--- src/lcdc_pkg.sv ---
// ============================================================================
// lcdc_pkg
// Shared types and constants for the LCD controller: store geometry, command
// decode masks, step directions and the controller/datapath handshake structs.
// ============================================================================
package lcdc_pkg;

    // Store geometry defaults
    localparam int ROW_BYTES_DEF   = 12;
    localparam int STORE_BYTES_DEF = 768;
    localparam int ROWS            = 64;
    localparam int ROW_W           = 6;
    localparam int COL_W           = 5;
    localparam int COL_WRAP_W      = 4;

    // Command byte decode
    localparam logic [7:0] CMD_MODE_MASK  = 8'hFE;
    localparam logic [7:0] CMD_MODE_CODE  = 8'h00;
    localparam logic [7:0] CMD_DIR_MASK   = 8'hFC;
    localparam logic [7:0] CMD_DIR_CODE   = 8'h04;
    localparam logic [7:0] CMD_GRP2_MASK  = 8'hC0;
    localparam logic [7:0] CMD_SCRL_CODE  = 8'h40;
    localparam logic [7:0] CMD_ROW_CODE   = 8'h80;
    localparam logic [7:0] CMD_COL_MASK   = 8'hE0;
    localparam logic [7:0] CMD_COL_CODE   = 8'h20;

    // Read results with no store access
    localparam logic [7:0] CMD_READ_VALUE = 8'hFF;
    localparam logic [7:0] ZERO_VALUE     = 8'h00;

    // Six-bit pixel field, aligned to bits 7..2
    localparam logic [7:0] PIX_MASK       = 8'hFC;
    localparam logic [3:0] SIX_RD_SHIFT   = 4'd10;
    localparam logic [3:0] BYTE_BITS      = 4'd8;

    typedef enum logic [1:0] {
        DIR_ROW_DEC = 2'd0,
        DIR_ROW_INC = 2'd1,
        DIR_COL_DEC = 2'd2,
        DIR_COL_INC = 2'd3
    } lcdc_dir_t;

    // Controller -> datapath
    typedef struct packed {
        logic load;       // latch incoming word and its store address
        logic clr;        // clear one store byte
        logic exec_cmd;   // apply command write
        logic clr_dummy;  // consume armed dummy read
        logic step;       // advance cursor
        logic rd_lo;      // read first byte
        logic rd_hi;      // read second byte
        logic cap_lo;     // capture first byte
        logic cap_hi;     // capture second byte
        logic wr_lo;      // write first byte
        logic wr_hi;      // write second byte
        logic push;       // load result into output stage
    } lcdc_cmd_t;

    // Datapath -> controller
    typedef struct packed {
        logic is_write;
        logic is_data;
        logic byte_mode;
        logic dummy;
        logic straddle;
        logic out_busy;
        logic clr_last;
    } lcdc_stat_t;

endpackage

--- src/lcdc_ctrl.sv ---
// ============================================================================
// lcdc_ctrl
// Sequencer for the LCD controller: store clearing pass, then one access at a
// time through read, capture, merge and write steps.
// ============================================================================
module lcdc_ctrl
(
    input  logic               clk,
    input  logic               rst_n,
    input  logic               s_axis_tvalid,
    output logic               s_axis_tready,
    input  lcdc_pkg::lcdc_stat_t stat,
    output lcdc_pkg::lcdc_cmd_t  cmd
);
    import lcdc_pkg::*;

    typedef enum logic [8:0] {
        ST_CLEAR    = 9'b000000001,
        ST_IDLE     = 9'b000000010,
        ST_DISPATCH = 9'b000000100,
        ST_CAP_LO   = 9'b000001000,
        ST_RD_HI    = 9'b000010000,
        ST_CAP_HI   = 9'b000100000,
        ST_MERGE_LO = 9'b001000000,
        ST_MERGE_HI = 9'b010000000,
        ST_FINISH   = 9'b100000000
    } lcdc_state_t;

    lcdc_state_t state_reg;
    lcdc_state_t state_next;

    always_ff @(posedge clk or negedge rst_n)
    begin
        if (!rst_n)
        begin
            state_reg <= ST_CLEAR;
        end
        else
        begin
            state_reg <= state_next;
        end
    end

    always_comb
    begin
        state_next    = state_reg;
        cmd           = '0;
        s_axis_tready = 1'b0;
        unique case (state_reg)
            ST_CLEAR:
            begin
                cmd.clr = 1'b1;
                if (stat.clr_last)
                begin
                    state_next = ST_IDLE;
                end
            end
            ST_IDLE:
            begin
                s_axis_tready = 1'b1;
                if (s_axis_tvalid)
                begin
                    cmd.load   = 1'b1;
                    state_next = ST_DISPATCH;
                end
            end
            ST_DISPATCH:
            begin
                if (!stat.is_data)
                begin
                    cmd.exec_cmd = stat.is_write;
                    state_next   = ST_FINISH;
                end
                else if (!stat.is_write && stat.dummy)
                begin
                    cmd.clr_dummy = 1'b1;
                    state_next    = ST_FINISH;
                end
                else
                begin
                    // address is latched, so the cursor can move now
                    cmd.step = 1'b1;
                    if (stat.byte_mode && stat.is_write)
                    begin
                        cmd.wr_lo  = 1'b1;
                        state_next = ST_FINISH;
                    end
                    else
                    begin
                        cmd.rd_lo = 1'b1;
                        if (stat.byte_mode)
                        begin
                            state_next = ST_CAP_LO;
                        end
                        else if (stat.is_write)
                        begin
                            state_next = ST_MERGE_LO;
                        end
                        else
                        begin
                            state_next = ST_RD_HI;
                        end
                    end
                end
            end
            ST_CAP_LO:
            begin
                cmd.cap_lo = 1'b1;
                state_next = ST_FINISH;
            end
            ST_RD_HI:
            begin
                cmd.cap_lo = 1'b1;
                cmd.rd_hi  = 1'b1;
                state_next = ST_CAP_HI;
            end
            ST_CAP_HI:
            begin
                cmd.cap_hi = 1'b1;
                state_next = ST_FINISH;
            end
            ST_MERGE_LO:
            begin
                cmd.wr_lo = 1'b1;
                if (stat.straddle)
                begin
                    cmd.rd_hi  = 1'b1;
                    state_next = ST_MERGE_HI;
                end
                else
                begin
                    state_next = ST_FINISH;
                end
            end
            ST_MERGE_HI:
            begin
                cmd.wr_hi  = 1'b1;
                state_next = ST_FINISH;
            end
            ST_FINISH:
            begin
                if (!stat.out_busy)
                begin
                    cmd.push   = 1'b1;
                    state_next = ST_IDLE;
                end
            end
            default:
            begin
                state_next = ST_CLEAR;
            end
        endcase
    end

endmodule

--- config.mk ---
export PLATFORM = sky130hd
export DESIGN_NAME = lcdc_ctrl
export DESIGN_NICKNAME = d
export VERILOG_FILES = /design/src/lcdc_pkg.sv /design/src/lcdc_ctrl.sv
export SDC_FILE = /design/constraint.sdc
export NUM_CORES = 1
export LEC_CHECK = 0
export BUFFER_PORTS_ARGS = -buffer_cell sky130_fd_sc_hd__clkbuf_2
export CORE_ASPECT_RATIO = 0.9
export CORE_MARGIN = 3
export CORE_UTILIZATION = 30
export CTS_CLUSTER_SIZE = 25
export DETAILED_ROUTE_END_ITERATION = 8
export PLACE_DENSITY_LB_ADDON = 0.25
export SYNTH_ARGS = -nofsm -noshare
export SYNTH_HDL_FRONTEND = slang
export SYNTH_SLANG_ARGS = --single-unit
--- constraint.sdc ---
create_clock -name clk -period 6.14 [get_ports clk]
set_clock_uncertainty 0.15 [all_clocks]
set_input_delay 1.228 -clock clk [delete_from_list [all_inputs] [get_ports clk]]
set_output_delay 1.228 -clock clk [all_outputs]
set_load 0.01 [all_outputs]
After elaboration in Yosys (flattened, before gate mapping):

Cells that the tools add are included.

* bits in registers: 9
* word-level logic and storage cells: 50
* input bits: 10

* reductions and logical operators: 6
* equal/unequal tests: 12
* multiplexer cells: 31

Operators by type and width (count)
* $mux W9: 8
* $pmux W9 S7: 1
* $mux W1: 16
* $eq A9 B1 Y1 const B: 1
* $eq A9 B2 Y1 const B: 1
* $eq A9 B3 Y1 const B: 1
* $eq A9 B4 Y1 const B: 1
* $eq A9 B5 Y1 const B: 1
* $eq A9 B6 Y1 const B: 1
* $eq A9 B7 Y1 const B: 1
* $eq A9 B8 Y1 const B: 1
* $eq A9 B9 Y1 const B: 1
* $mux W7: 1
* $ne A2 B2 Y1 const B: 3
* $mux W4: 1
* $pmux W1 S2: 2
* $mux W3: 1
* $reduce_and A3 Y1: 1
* $reduce_or A3 Y1: 1
* $logic_and A1 B1 Y1: 2
* $mux W2: 1
* $reduce_or A2 Y1: 1
* $logic_not A1 Y1: 1

Longest topological paths before layout:

* depth in word-level cells: 6
* mapped depth: 4
* depth with buffers taken out: 4

Worst setup path before layout:

OpenSTA, ideal clock, no wires.

* path type: input -> output
* from: input port stat[5] (netlist name)
* to: output port cmd[2] (netlist name)
* path slack: 2.861 ns
* cell stages on the path: 3
* arrival: 1.901 ns
* cells stage by stage: nand4_1 > or2_1 > o21ai_0

RTL lines
* from (decl): RTL line lcdc_ctrl.sv:12 `input lcdc_pkg::lcdc_stat_t stat,`
* to (decl): RTL line lcdc_ctrl.sv:13 `output lcdc_pkg::lcdc_cmd_t cmd`

==> metrics <==
CP required 4760 ps; setup_tns 0 ps; Crit. End Element output pin; drt wl/cell 11.9 um; initial antenna violation count 0; hold_sp state_reg[0]; Max-Cap Viols 0; postcts setup bufs 0; first-pass GRT wire length around 2400 um; CTS clock-pin slew for the worst setup and hold paths around 60 ps; wirelength, routed 1470 um; Cell Area, Placed 786 sq um; syn_nets 83; CP max-delay cell nor4_1; Hold-fix buffers, CTS 0; CP max FO 6; Syn Area/Cell 8.83 sq um; H-tree depth 1; Pwr Density 265 nW/um^2; DRT iter0 DRCs 6; run status finished clean; CTS root buffer clkbuf_4; worst stage delay on the critical path 580 ps; Via density 5.16; WP data arrival 2210 ps; number of enable flip-flop cells after synthesis 0; cell leakage power approximately 0.38 nW; critical path launch point state_reg[4]; post-DP HPWL 1240 um; core footprint 1970 sq um; DR pass1 iterations 4; P&R area growth vs syn 26.0%; CP Cell Sequence nor4_1, nand4_1, or2_1, o21ai_0, clkbuf_2; Die ar. between 2000 and 3000 sq um; commonest register cell after synthesis dfrtp_1; Fmax achieved 279 MHz; Final Net Count 110; RSZ-0062 raised after global routing no; count of state elements after synthesis 9; Congestion Overflow GR 0; Hold Violations, Final 0; Initial Util 0.327; Final Cycle Share 0.584; Finished Cell Area between 800 and 900 sq um; die width 54.9 um; synthesized area 644 sq um; Hold Slack 513 ps; Total GRT Usage 0.124; Distinct cells, synth 32; antenna-violating nets left 0; CTS Buf Count 3; Slew headroom 0.590; number of global-route vias before repair about 600; Reg2Reg Launch Point state_reg[4]; Skew-Pair Late Insertion Delay 260 ps; worst-margin pin slew around 610 ps; row cnt 15; diodes inserted 0; synth warn 0; CTS tree done; cell count after synthesis 73; Resized cells post-CTS 0; share of layout cells above drive strength 1 0.323; HP Class register to register; routed via count 640; Synth async-reset ratio 1.00; largest net degree at the start of global routing 10; critical path class register to output pin; Top-Level Pins 23; min cycle time layout 3590 ps; fin. max-slew vios 0; maximum VDD drop 109 uV; DRC 0; Port Buffers 22; clk sinks 9; clk buf depth 2; final core occ 0.412; max reg flops 9; Die Height 50.0 um; # setup viols final 0; Worst setup SP type register; post-synthesis sequential area ratio 0.351; Placer Congestion between 0.7 and 0.8
==> cell usage in the layout (no fill, tap or decap), types with 4 or more instances in the layout <==
cell type  count
nor2_1         7
clkbuf_2      22
nand2b_1       4
inv_1          5
nand2_1        4
nor3_1         4
dfrtp_1        8
and2_1         4
==> synth_stat cells, types with 2 or more instances <==
cell type	n	area [sq um]
dfrtp_1	8	200
nor2_1	7	26.3
inv_1	5	18.8
and2_1	4	25.0
nand2_1	4	15.0
nand2b_1	4	25.0
nor3_1	4	20.0
nor2b_1	3	18.8
nor4_1	3	18.8
nand3_1	2	10.0
nand3b_1	2	15.0
nand4_1	2	12.5
nor3b_1	2	15.0
nor4_4	2	42.5
o211ai_1	2	15.0
o21ai_0	2	10.0
or2_2	2	12.5
==> worst paths after layout <==
check / endpoint / slack, ps / depth (start not counted)
setup / recovery: cmd[2] / 2550 / 5
hold reg to reg: state_reg[0] / 510 / 4
hold / removal: state_reg[0] / 510 / 4
max in group asynchronous: state_reg[0] / 4920 / 1
min in group asynchronous: state_reg[8] / 660 / 1
setup reg to reg: state_reg[3] / 4160 / 4
==> through the flow <==
| step | setup WS, ps | power, mW | cells |
|---|---|---|---|
| floorplan | 2860 | 0.145 | 73 |
| global placement | 2710 | 0.170 | 120 |
| detailed placement | 2630 | 0.171 | 120 |
| CTS | 2530 | 0.218 | 124 |
| global route | 2350 | 0.233 | 124 |
| finish | 2550 | 0.215 | 124 |
==> per-layer routing <==
metal / GRT usage / share of wire
met1: 0.157 / 0.47
met2: 0.193 / 0.47
met3: 0.0272 / 0.039
met4: 0.0622 / 0.017
met5: 0 / 0
==> worst max-delay path, delay by kind of cell, from the launching register on <==
kind,cells,cell delay [ps]
AND/OR/NAND/NOR,3,1160
flip-flops,1,450
AO/OA/AOI/OAI,1,170
buffers and inverters,1,160
==> logic make-up (layout without fill, tap and decap cells) <==
group                     Yosys count  in the layout  synth area share
buffers and inverters               5             31            0.0291
DFF                                 9              9             0.351
and+or+nand+nor                    45             45             0.454
xor gates and xnor gates            2              2            0.0272
AOI/OAI and AO/OA                  12             12             0.138
==> report_power, final <==
group / internal, mW / switching (mW) / leakage, nW
Combinational: 0.0374 / 0.0527 / 0.247
Clock: 0.0251 / 0.0211 / 0.0150
Sequential: 0.0702 / 0.00871 / 0.121
Total: 0.133 / 0.0825 / 0.383
==> area by class of cell <==
cell class	instances	area (sq um)
clock buffers	4	26.3
fillers	207	1160
multi-input cells	59	399
flip-flops and latches	9	226
repair buffers	22	110
well taps	25	31.3
inverters	5	18.8
No activity file was read; power rests on OpenSTA's default activity.
